File: src/rtl/vtpe_pkg.sv
package vtpe_pkg;

	// Input command codes
	typedef enum logic [1:0] {
		CMD_START = 2'd0,
		CMD_END   = 2'd1,
		CMD_POINT = 2'd2,
		CMD_NONE  = 2'd3
	} cmd_t;

	localparam int MAX_BYTES = 5;

	// One queued job: up to five terminal bytes and how many are used
	typedef struct packed {
		logic [MAX_BYTES-1:0][7:0] bytes;
		logic [2:0]                count;
	} job_t;

	// Terminal characters and address offsets
	localparam logic [7:0] CH_ESC   = 8'd27;
	localparam logic [7:0] CH_FS    = 8'd28;
	localparam logic [7:0] CH_NL    = 8'd10;
	localparam logic [7:0] HI_OFS   = 8'd32;
	localparam logic [7:0] LOY_OFS  = 8'd96;
	localparam logic [7:0] LOX_OFS  = 8'd64;
	localparam logic [7:0] INT_ZERO = 8'd64;
	localparam logic [7:0] INT_NEG  = 8'd70;
	localparam logic [7:0] INT_MAX  = 8'd119;
	localparam logic [8:0] LADDER_TOP = 9'd94;

	// Intensity ladder, indexed by the brightness rounded up to a whole step
	function automatic logic [7:0] ladder_code(input logic [6:0] lvl);
		logic [7:0] code;
		case (lvl) inside
			[7'd0:7'd1]:   code = 8'd70;
			7'd2:          code = 8'd75;
			7'd3:          code = 8'd79;
			7'd4:          code = 8'd82;
			7'd5:          code = 8'd85;
			7'd6:          code = 8'd87;
			7'd7:          code = 8'd88;
			7'd8:          code = 8'd89;
			7'd9:          code = 8'd90;
			7'd10:         code = 8'd91;
			7'd11:         code = 8'd92;
			7'd12:         code = 8'd94;
			7'd13:         code = 8'd95;
			7'd14:         code = 8'd96;
			[7'd15:7'd16]: code = 8'd97;
			7'd17:         code = 8'd98;
			[7'd18:7'd19]: code = 8'd99;
			7'd20:         code = 8'd100;
			[7'd21:7'd22]: code = 8'd101;
			7'd23:         code = 8'd102;
			[7'd24:7'd25]: code = 8'd103;
			[7'd26:7'd28]: code = 8'd104;
			[7'd29:7'd31]: code = 8'd105;
			[7'd32:7'd34]: code = 8'd106;
			[7'd35:7'd38]: code = 8'd107;
			[7'd39:7'd41]: code = 8'd108;
			[7'd42:7'd44]: code = 8'd109;
			[7'd45:7'd47]: code = 8'd110;
			[7'd48:7'd50]: code = 8'd111;
			[7'd51:7'd56]: code = 8'd112;
			[7'd57:7'd62]: code = 8'd113;
			[7'd63:7'd69]: code = 8'd114;
			[7'd70:7'd75]: code = 8'd115;
			[7'd76:7'd81]: code = 8'd116;
			[7'd82:7'd88]: code = 8'd117;
			[7'd89:7'd94]: code = 8'd118;
			default:       code = INT_MAX;
		endcase
		return code;
	endfunction

endpackage

File: src/rtl/vtpe_front.sv
module vtpe_front (
	input  logic               clk,
	input  logic               arst_n,
	input  logic               in_valid,
	output logic               in_ready,
	input  logic [1:0]         command,
	input  logic [9:0]         x_coord,
	input  logic [9:0]         y_coord,
	input  logic signed [12:0] intensity,
	output logic               push_valid,
	input  logic               push_ready,
	output vtpe_pkg::job_t     push_job
);
	import vtpe_pkg::*;

	logic [9:0] last_x_q;
	logic [9:0] last_y_q;
	cmd_t       cmd;
	logic       accept;
	logic       hx, hy, ly;
	logic [8:0] lvl;
	logic [7:0] int_code;

	assign cmd        = cmd_t'(command);
	assign in_ready   = push_ready;
	assign push_valid = in_valid && (cmd != CMD_NONE);
	assign accept     = in_valid && in_ready;

	// Round brightness up to whole steps and look up its character
	always_comb begin
		lvl = 9'(({1'b0, intensity[11:0]} + 13'd15) >> 4);
		if (intensity[12])
			int_code = INT_NEG;
		else if (intensity == 13'sd0)
			int_code = INT_ZERO;
		else if (lvl > LADDER_TOP)
			int_code = INT_MAX;
		else
			int_code = ladder_code(lvl[6:0]);
	end

	// Compare against the last point
	assign hy = y_coord[9:5] != last_y_q[9:5];
	assign hx = x_coord[9:5] != last_x_q[9:5];
	assign ly = y_coord[4:0] != last_y_q[4:0];

	// Pack the byte list of this item
	always_comb begin
		logic [2:0] n;
		push_job = '0;
		n        = 3'd1;
		case (cmd)
			CMD_START: begin
				push_job.bytes[0] = CH_ESC;
				push_job.bytes[1] = CH_FS;
				n = 3'd2;
			end
			CMD_END: begin
				push_job.bytes[0] = CH_NL;
			end
			CMD_POINT: begin
				push_job.bytes[0] = int_code;
				if (hy) begin
					push_job.bytes[n] = {3'b000, y_coord[9:5]} + HI_OFS;
					n = n + 3'd1;
				end
				if (hx || ly) begin
					push_job.bytes[n] = {3'b000, y_coord[4:0]} + LOY_OFS;
					n = n + 3'd1;
				end
				if (hx) begin
					push_job.bytes[n] = {3'b000, x_coord[9:5]} + HI_OFS;
					n = n + 3'd1;
				end
				push_job.bytes[n] = {3'b000, x_coord[4:0]} + LOX_OFS;
				n = n + 3'd1;
			end
			default: begin
				n = 3'd1;
			end
		endcase
		push_job.count = n;
	end

	// Store the point once it is taken
	always_ff @(posedge clk or negedge arst_n) begin
		if (!arst_n) begin
			last_x_q <= '0;
			last_y_q <= '0;
		end else if (accept && cmd == CMD_POINT) begin
			last_x_q <= x_coord;
			last_y_q <= y_coord;
		end
	end

endmodule

File: src/rtl/vtpe_queue.sv
module vtpe_queue #(
	parameter int DEPTH = 2
) (
	input  logic           clk,
	input  logic           arst_n,
	input  logic           push_valid,
	output logic           push_ready,
	input  vtpe_pkg::job_t push_job,
	output logic           pop_valid,
	input  logic           pop_ready,
	output vtpe_pkg::job_t pop_job
);
	import vtpe_pkg::*;

	localparam int PTR_W = (DEPTH > 1) ? $clog2(DEPTH) : 1;
	localparam int CNT_W = $clog2(DEPTH + 1);
	localparam logic [PTR_W-1:0] PTR_LAST = PTR_W'(DEPTH - 1);
	localparam logic [CNT_W-1:0] CNT_FULL = CNT_W'(DEPTH);

	job_t             mem_q [DEPTH];
	logic [PTR_W-1:0] wr_ptr_q, rd_ptr_q;
	logic [CNT_W-1:0] cnt_q;
	logic             push, pop;

	assign push_ready = cnt_q != CNT_FULL;
	assign pop_valid  = cnt_q != '0;
	assign pop_job    = mem_q[rd_ptr_q];
	assign push       = push_valid && push_ready;
	assign pop        = pop_valid && pop_ready;

	// Write the entry
	always_ff @(posedge clk) begin
		if (push)
			mem_q[wr_ptr_q] <= push_job;
	end

	// Advance pointers and fill count
	always_ff @(posedge clk or negedge arst_n) begin
		if (!arst_n) begin
			wr_ptr_q <= '0;
			rd_ptr_q <= '0;
			cnt_q    <= '0;
		end else begin
			if (push)
				wr_ptr_q <= (wr_ptr_q == PTR_LAST) ? '0 : wr_ptr_q + 1'b1;
			if (pop)
				rd_ptr_q <= (rd_ptr_q == PTR_LAST) ? '0 : rd_ptr_q + 1'b1;
			if (push && !pop)
				cnt_q <= cnt_q + 1'b1;
			else if (pop && !push)
				cnt_q <= cnt_q - 1'b1;
		end
	end

`ifndef ASSERT_OFF
	a_cnt_bound: assert property (@(posedge clk) disable iff (!arst_n)
		cnt_q <= CNT_FULL) else $error("queue fill count out of range");
	a_ptr_gap: assert property (@(posedge clk) disable iff (!arst_n)
		(cnt_q == '0 || cnt_q == CNT_FULL) |-> wr_ptr_q == rd_ptr_q)
		else $error("queue pointers disagree with fill count");
	a_push_grows: assert property (@(posedge clk) disable iff (!arst_n)
		(push && !pop) |=> cnt_q == $past(cnt_q) + 1'b1)
		else $error("queue push lost");
`endif

endmodule

File: src/rtl/vtpe_back.sv
module vtpe_back (
	input  logic           clk,
	input  logic           arst_n,
	input  logic           pop_valid,
	output logic           pop_ready,
	input  vtpe_pkg::job_t pop_job,
	output logic           out_valid,
	input  logic           out_ready,
	output logic [7:0]     out_byte,
	output logic           last_byte
);
	import vtpe_pkg::*;

	logic [2:0] idx_q;
	logic       out_valid_q;
	logic [7:0] out_byte_q;
	logic       last_q;
	logic       load;
	logic       at_end;

	assign load      = !out_valid_q || out_ready;
	assign at_end    = idx_q == (pop_job.count - 3'd1);
	assign pop_ready = load && at_end;

	assign out_valid = out_valid_q;
	assign out_byte  = out_byte_q;
	assign last_byte = last_q;

	// Step through the head job, one byte per cycle unless out_ready stalls it
	always_ff @(posedge clk or negedge arst_n) begin
		if (!arst_n) begin
			out_valid_q <= 1'b0;
			idx_q       <= '0;
		end else if (load) begin
			out_valid_q <= pop_valid;
			if (pop_valid)
				idx_q <= at_end ? 3'd0 : idx_q + 3'd1;
		end
	end

	// Hold the output byte
	always_ff @(posedge clk) begin
		if (load && pop_valid) begin
			out_byte_q <= pop_job.bytes[idx_q];
			last_q     <= at_end;
		end
	end

`ifndef ASSERT_OFF
	a_idx_range: assert property (@(posedge clk) disable iff (!arst_n)
		pop_valid |-> idx_q < pop_job.count)
		else $error("byte index past end of job");
	a_idx_restart: assert property (@(posedge clk) disable iff (!arst_n)
		(pop_valid && pop_ready) |=> idx_q == 3'd0)
		else $error("byte index not cleared after job");
	a_last_pop: assert property (@(posedge clk) disable iff (!arst_n)
		(load && pop_valid) |=> (last_q == $past(pop_ready)))
		else $error("last byte flag out of step with job end");
`endif

endmodule

File: src/rtl/vector_terminal_point_encoder_unit.sv
// Point-plot encoder for a vector terminal. Each item is a command: start row
// gives ESC FS (two bytes), end row gives a newline (one byte), plot point
// gives an intensity character and the compressed address (two to five
// bytes); an unused command code is taken and dropped. The output emits one
// byte per cycle unless out_ready stalls it. The front end encodes an item in
// the cycle it is taken and hands it to a queue of QUEUE_DEPTH jobs, so it
// keeps taking items while the output stalls until that queue is full. Last
// point address resets to zero.
module vector_terminal_point_encoder_unit #(
	parameter int QUEUE_DEPTH = 2
) (
	input  logic               clk,
	input  logic               arst_n,
	input  logic               in_valid,
	output logic               in_ready,
	input  logic [1:0]         command,
	input  logic [9:0]         x_coord,
	input  logic [9:0]         y_coord,
	input  logic signed [12:0] intensity,
	output logic               out_valid,
	input  logic               out_ready,
	output logic [7:0]         out_byte,
	output logic               last_byte
);
	import vtpe_pkg::*;

	logic push_valid, push_ready;
	logic pop_valid, pop_ready;
	job_t push_job, pop_job;

	// Accept and encode items
	vtpe_front u_front (
		.clk        (clk),
		.arst_n     (arst_n),
		.in_valid   (in_valid),
		.in_ready   (in_ready),
		.command    (command),
		.x_coord    (x_coord),
		.y_coord    (y_coord),
		.intensity  (intensity),
		.push_valid (push_valid),
		.push_ready (push_ready),
		.push_job   (push_job)
	);

	// Buffer encoded jobs
	vtpe_queue #(
		.DEPTH (QUEUE_DEPTH)
	) u_queue (
		.clk        (clk),
		.arst_n     (arst_n),
		.push_valid (push_valid),
		.push_ready (push_ready),
		.push_job   (push_job),
		.pop_valid  (pop_valid),
		.pop_ready  (pop_ready),
		.pop_job    (pop_job)
	);

	// Serialize bytes to the output
	vtpe_back u_back (
		.clk       (clk),
		.arst_n    (arst_n),
		.pop_valid (pop_valid),
		.pop_ready (pop_ready),
		.pop_job   (pop_job),
		.out_valid (out_valid),
		.out_ready (out_ready),
		.out_byte  (out_byte),
		.last_byte (last_byte)
	);

endmodule
File: config.mk
export PLATFORM = sky130hd
export DESIGN_NAME = vector_terminal_point_encoder_unit
export DESIGN_NICKNAME = d
export VERILOG_FILES = /design/src/rtl/vtpe_pkg.sv /design/src/rtl/vtpe_front.sv /design/src/rtl/vtpe_queue.sv /design/src/rtl/vtpe_back.sv /design/src/rtl/vector_terminal_point_encoder_unit.sv
export SDC_FILE = /design/constraint.sdc
export NUM_CORES = 1
export LEC_CHECK = 0
export ABC_AREA = 1
export BUFFER_PORTS_ARGS = -buffer_cell sky130_fd_sc_hd__buf_2
export CELL_PAD_IN_SITES_DETAIL_PLACEMENT = 1
export CELL_PAD_IN_SITES_GLOBAL_PLACEMENT = 2
export CORE_ASPECT_RATIO = 0.7
export CORE_MARGIN = 4
export CORE_UTILIZATION = 40
export CTS_BUF_LIST = sky130_fd_sc_hd__clkbuf_16
export DETAILED_ROUTE_END_ITERATION = 7
export PLACE_DENSITY_LB_ADDON = 0.3
export RECOVER_POWER = 25
export SETUP_SLACK_MARGIN = 0.4
export SYNTH_ARGS = -nofsm -noshare
export SYNTH_HDL_FRONTEND = slang
export SYNTH_SLANG_ARGS = --single-unit
File: constraint.sdc
create_clock -name clk -period 7.4 [get_ports clk]
set_input_delay 0.37 -clock clk [delete_from_list [all_inputs] [get_ports clk]]
set_output_delay 0.37 -clock clk [all_outputs]
set_load 0.02 [all_outputs]
After elaboration in Yosys (flattened, before gate mapping)
Memory sizes are Yosys's and may differ from the RTL's.
Index checks and enable logic that the tools add are counted.
{ "op_classes": {"addsub": 14, "magnitude_cmp": 48, "eq_ne": 24, "muxes": 73, "reduce_logical": 42} }
{ "op_table": {"columns": ["op", "count"], "rows": [
  ["8-bit two-way mux", 44],
  ["40-bit two-way mux", 4],
  ["40-bit bitwise mux", 3],
  ["8-bit demux with 3-bit select", 3],
  ["7-bit by 6-bit greater-or-equal comparator with 1-bit output (second input constant)", 9],
  ["7-bit by 6-bit <= comparator with 1-bit output (second input constant)", 8],
  ["7-bit by 4-bit == test with 1-bit output (second input constant)", 7],
  ["7-bit by 5-bit <= comparator with 1-bit output (second input constant)", 6],
  ["7-bit by 5-bit greater-or-equal comparator with 1-bit output (second input constant)", 5],
  ["7-bit <= comparator (second input constant)", 5],
  ["1-bit logical AND", 32],
  ["7-bit by 3-bit == test with 1-bit output (second input constant)", 4],
  ["7-bit greater-or-equal comparator (second input constant)", 4],
  ["8-bit binary-select mux with 3-bit select", 1],
  ["24-bit two-way mux", 1],
  ["8-bit one-hot mux with 3 select lines", 1],
  ["7-bit by 5-bit == test with 1-bit output (second input constant)", 3],
  ["3-bit two-way mux", 6],
  ["5-bit by 7-bit adder with 8-bit output (second input constant)", 2],
  ["3-bit by 4-bit less-than comparator with 1-bit output (second input constant)", 4],
  ["8-bit one-hot mux with 2 select lines", 1],
  ["5-bit inequality test", 3],
  ["5-bit by 6-bit adder with 7-bit output (second input constant)", 2],
  ["7-bit by 2-bit == test with 1-bit output (second input constant)", 2],
  ["other kinds (24)", 41]
]} }
{ "totals": {"regBits": 37, "ram_bits": 86, "output_inout_bits": 11, "word_cells": 211, "n_memories": 1} }
{ "memory_table": {"columns": ["memory", "words", "word_bits", "read_ports", "rd_ports_with_merged_regs", "write_ports", "line_no", "text"], "rows": [
  ["u_queue.mem_q", 2, 43, 1, 0, 1, "vtpe_queue.sv:20", "job_t mem_q [DEPTH];"]
]} }

Longest topological paths before layout
{ "depth": {"depth_word": 50, "mapped_depth": 23, "ltp_nobuf": 23} }

Modules after synthesis
From an unflattened synthesis, not the netlist that was laid out.
{ "unflattened": {"cells_unflattened": 873, "hier_area_um2": 7149.4} }
{ "modules_own_cells": {"columns": ["mod", "instances", "cells_each", "area_per_inst_um2", "seq_area_each_um2"], "rows": [
  ["vtpe_queue", 1, 253, 3423.3, 2682.6],
  ["vtpe_front", 1, 480, 2783.9, 375.4],
  ["vtpe_back", 1, 140, 942.2, 370.4]
]} }

Worst setup path before layout
No wires, ideal clock.
{ "synth_timing": {"path_type": "in2reg", "startpoint": "in y_coord[9]", "endpoint": "mem u_queue.mem_q[0][14] (netlist name) (data pin)", "setup_time_ns": 0.168, "arrival_time_ns": 2.840, "t_required_ns": 7.232, "setup_slack_ns": 4.392, "stages": 12, "path_cell_list": "xor2_1 nor4_1 inv_1 clkbuf_1 ha_1 nand2_1 inv_1 nor3_1 inv_1 o211ai_1 o21ai_0 o21ai_0"} }
{ "synth_lines": {"columns": ["element", "line_no", "text"], "rows": [
  ["start: declaration", "vector_terminal_point_encoder_unit.sv:18", "input logic [9:0] y_coord,"],
  ["end: declaration", "vtpe_queue.sv:20", null]
]} }

==> summary.md <==
| Metric | Value |
|---|---|
| Status | `finished with violations` |
| Failing checks | `capacitance limit, slew limit` |
| Hold WC Path Type | `input port to flop` |
| Adder-Cell Fraction of Synth Area | `1.78%` |
| GP Congestion | `0.903` |
| Arrival time worst endpoint | `4.04 ns` |
| Combinational share of power | `36.7%` |
| Mapped Area | `6030 sq um` |
| MaxCap Viol Count | `1` |
| M2 GR Usage | `33.3%` |
| Cell internal pwr | `1.32 mW` |
| Post-synthesis simple-gate area fraction | `21.3%` |
| Clk_lat worst skew | `0.35 ns` |
| Cells after DPL | `918` |
| Slew HR | `-48.0%` |
| DRC viols | `0` |
| Yosys Warn Count | `0` |
| Max-slew violations | `37` |
| Sw frac | `39.9%` |
| Area contributors post-synth | `edfxtp_1, dfrtp_1, nand2_1` |
| Reg clk slew, reported paths | `0.08 ns` |
| CP Cell Sequence | `xor2_1, nor4_1, inv_1, ha_1, nand2_1, inv_1, nor2_1, inv_1, nor3_1, a21oi_1, a21oi_1` |
| Port Buffers | `48` |
| Met1 usage | `35.2%` |
| Synth unique cells | `47` |
| First-pass GRT wire length | `30500 um` |
| CTS H-Tree Depth | `3` |
| Synth Flop Type | `edfxtp_1` |
| Nets | `781` |
| CP max-delay cell | `nor3_1` |
| Count of hold-fix buffers inserted at cts | `0` |
| Clock sink total | `103` |
| Die Wd | `155 um` |
| RSZ-0062 raised after global routing | `no` |
| Seq/Total Area, Yosys | `49.4%` |
| Vias | `5211` |
| Crit-path max FO | `15` |
| Die area | `17100 sq um` |
| # setup viols final | `0` |
| Syn Inst Count | `687` |
| Buf/Inv on CP | `3` |
| GR peak layer | `met1` |
| Share of total power in the clock network | `21.3%` |
| Mux contribution to synthesized area | `1.76%` |
| Pleak | `2.75 nW` |
| VDD IR max | `0.157 mV` |
| Post-Synth XOR/XNOR Area | `3.34%` |
| Antenna violations before repair | `2` |
| Setup Fix Bufs, Post-CTS | `0` |
| Cts bufs inserted | `9` |
| Register share of total power | `42.0%` |
| M3 GR Usage | `4.49%` |
| Final core occ | `45.9%` |
| Longest Clk Path Bufs | `2` |
| Actual slew at the worst max-slew pin | `2.22 ns` |
| Fin area | `6760 sq um` |
| Largest family of logic cells by synthesized area | `simple AND/OR/NAND/NOR gates` |
| Rows | `37` |
| Area of the core | `14700 sq um` |
| Crit Path Class | `flop to flop` |
| Count leader, synth | `nand2_1` |
| Cell family with most CP delay | `simple AND/OR/NAND/NOR gates` |
| Per-cell routed wire length | `20.2 um` |
| Ys async rst share | `22.3%` |
| Die Y | `111 um` |
| Via density | `5.57` |
| Area grow syn2layout | `12.1%` |
| Hold Worst Slack | `0.289 ns` |
| Crit end category | `flop` |
| WP data required | `7.55 ns` |
| Routed wire length | `18900 um` |
| Fmax | `257 MHz` |
| CP peak stage delay | `0.76 ns` |
| Power per standard cell area | `324 nW/um^2` |
| Post-route setup TNS | `0 ns` |
| Largest net degree at the start of global routing | `38` |
| Fin cells | `936` |
| Filler cells | `1770` |
| Root Buffer | `clkbuf_16` |
| Mean Syn Cell Area | `8.78 sq um` |
| CTS resizes | `0` |
| Drt initial violations | `348` |
| Post-synth EDFFs | `80` |
| Initial Util | `41.0%` |
| Top-area cell type share of the netlist area | `39.8%` |
| CP most frequent cell | `inv_1` |
| Setup Skew | `0.00975 ns` |
| Final HPWL DP | `14600 um` |
| Top cells by count, synth | `nand2_1, nor2_1, inv_1` |
| R2R Setup Slk | `3.51 ns` |
| Dpl cell area | `6480 sq um` |
| Final Cycle Share | `52.6%` |
| Post-synthesis sequential element count | `103` |
| Final hold violations | `0` |
| Post-synthesis net count | `734` |
| Global route overflow | `0` |
| Cell taking the most area after synthesis | `edfxtp_1` |
| Number of global-route vias before repair | `5333` |
| P_sw | `874 uW` |
| Tmin final | `3.89 ns` |
| Total Routing Usage GR | `22.7%` |
| Worst Setup Start Kind | `flop` |
| Share of cells above drive strength 1 | `15.2%` |
| Detail Route Antenna Nets | `0` |
| CTS tree | `done` |
| DR pass1 iterations | `4` |
| I/O pins | `50` |
| Synth Area in Compound Gates | `14.9%` |
==> power by group through the flow <==
stage	sequential (mW)	clock (mW)	combinational, mW
2_1_floorplan	0.924	0	0.532
3_3_place_gp	0.919	0	0.793
3_5_place_dp	0.928	0	0.815
4_1_cts	0.917	0.474	0.821
5_1_grt	0.939	0.508	0.901
6_report	0.921	0.467	0.803
==> registers in the layout, indices dropped and copies added, names as in the netlist, 2 cells and up <==
name	count
u_front.last_x_q	5
u_back.idx_q	3
u_back.out_byte	7
u_queue.mem_q	72
u_front.last_y_q	10
u_queue.cnt_q	2
==> worst reg2reg max path, cell delays in order (launching register included) <==
cell     delay (ns)
dfrtp_1        0.39
xor2_1         0.15
nor4_1         0.75
inv_1          0.44
ha_1           0.32
nand2_1        0.12
inv_1          0.09
nor2_1         0.11
inv_1          0.07
nor3_1         0.76
a21oi_1        0.15
a21oi_1        0.32
==> per-layer routing <==
metal  wire length (um)  share of wire (%)  vias to the layer above
li1                   -                  -                     2472
met2               8270                 44                      119
met1               9470                 50                     2599
met5                  0                  0                        -
met4                272                1.4                        0
met3                918                4.8                       21
==> cells in the final DEF (no fill, tap or decap), drive strengths merged, types with 4 or more instances in the layout <==
master / count
a211oi: 9
a21oi: 24
a31o: 4
buf: 38
clkbuf: 23
clkinv: 5
dfrtp: 23
edfxtp: 80
ha: 7
inv: 100
mux2: 5
mux2i: 5
nand2: 110
nand3: 31
nand4: 16
nor2: 100
nor3: 13
nor4: 6
o211ai: 11
o21ai: 69
o221ai: 10
o22ai: 9
xnor2: 6
xor2: 17
==> stage by stage <==
stage               total power [mW]  setup WS (ns)
floorplan                       1.46           4.39
global route                    2.35           2.98
detailed placement              1.74           3.38
CTS                             2.21           3.50
finish                          2.19           3.51
global placement                1.71           3.57
==> kinds of logic (layout without fill, tap and decap cells) <==
family,Yosys count,count (layout)
and+or+nand+nor,279,279
AOI/OAI and AO/OA,148,148
buffers and inverters,115,167
DFF,103,103
xor gates and xnor gates,23,23
muxes,10,10
adders and majority gates,8,8
other,1,3
==> layout make-up <==
cell class              instances  area [sq um]  area share, %
clock inverters                 7          66.3          0.981
diodes                          2          5.00         0.0741
clock buffers                   9           225           3.33
inverters                      99           377           5.57
multi-input cells             469          2620           38.7
flip-flops and latches        103          2980           44.1
repair buffers                 52           248           3.67
well taps                     195           244           3.61
==> final timing paths <==
| kind | startpoint | endpoint | cells after the start |
|---|---|---|---|
| min | y_coord[0] | u_front.last_y_q[0]$_DFFE_PN0P_ | 2 |
| min in group asynchronous | arst_n | u_back.idx_q[1]$_DFFE_PN0P_ | 1 |
| max | u_front.last_y_q[9]$_DFFE_PN0P_ | u_queue.mem_q[1][27]$_DFFE_PP_ | 11 |
| max reg2reg | u_front.last_y_q[9]$_DFFE_PN0P_ | u_queue.mem_q[1][27]$_DFFE_PP_ | 11 |
| min reg2reg | u_queue.cnt_q[0]$_DFFE_PN0P_ | u_queue.cnt_q[0]$_DFFE_PN0P_ | 1 |
| max in group asynchronous | arst_n | u_front.last_y_q[8]$_DFFE_PN0P_ | 1 |
Note: power is estimated with default switching activity, not from simulation.
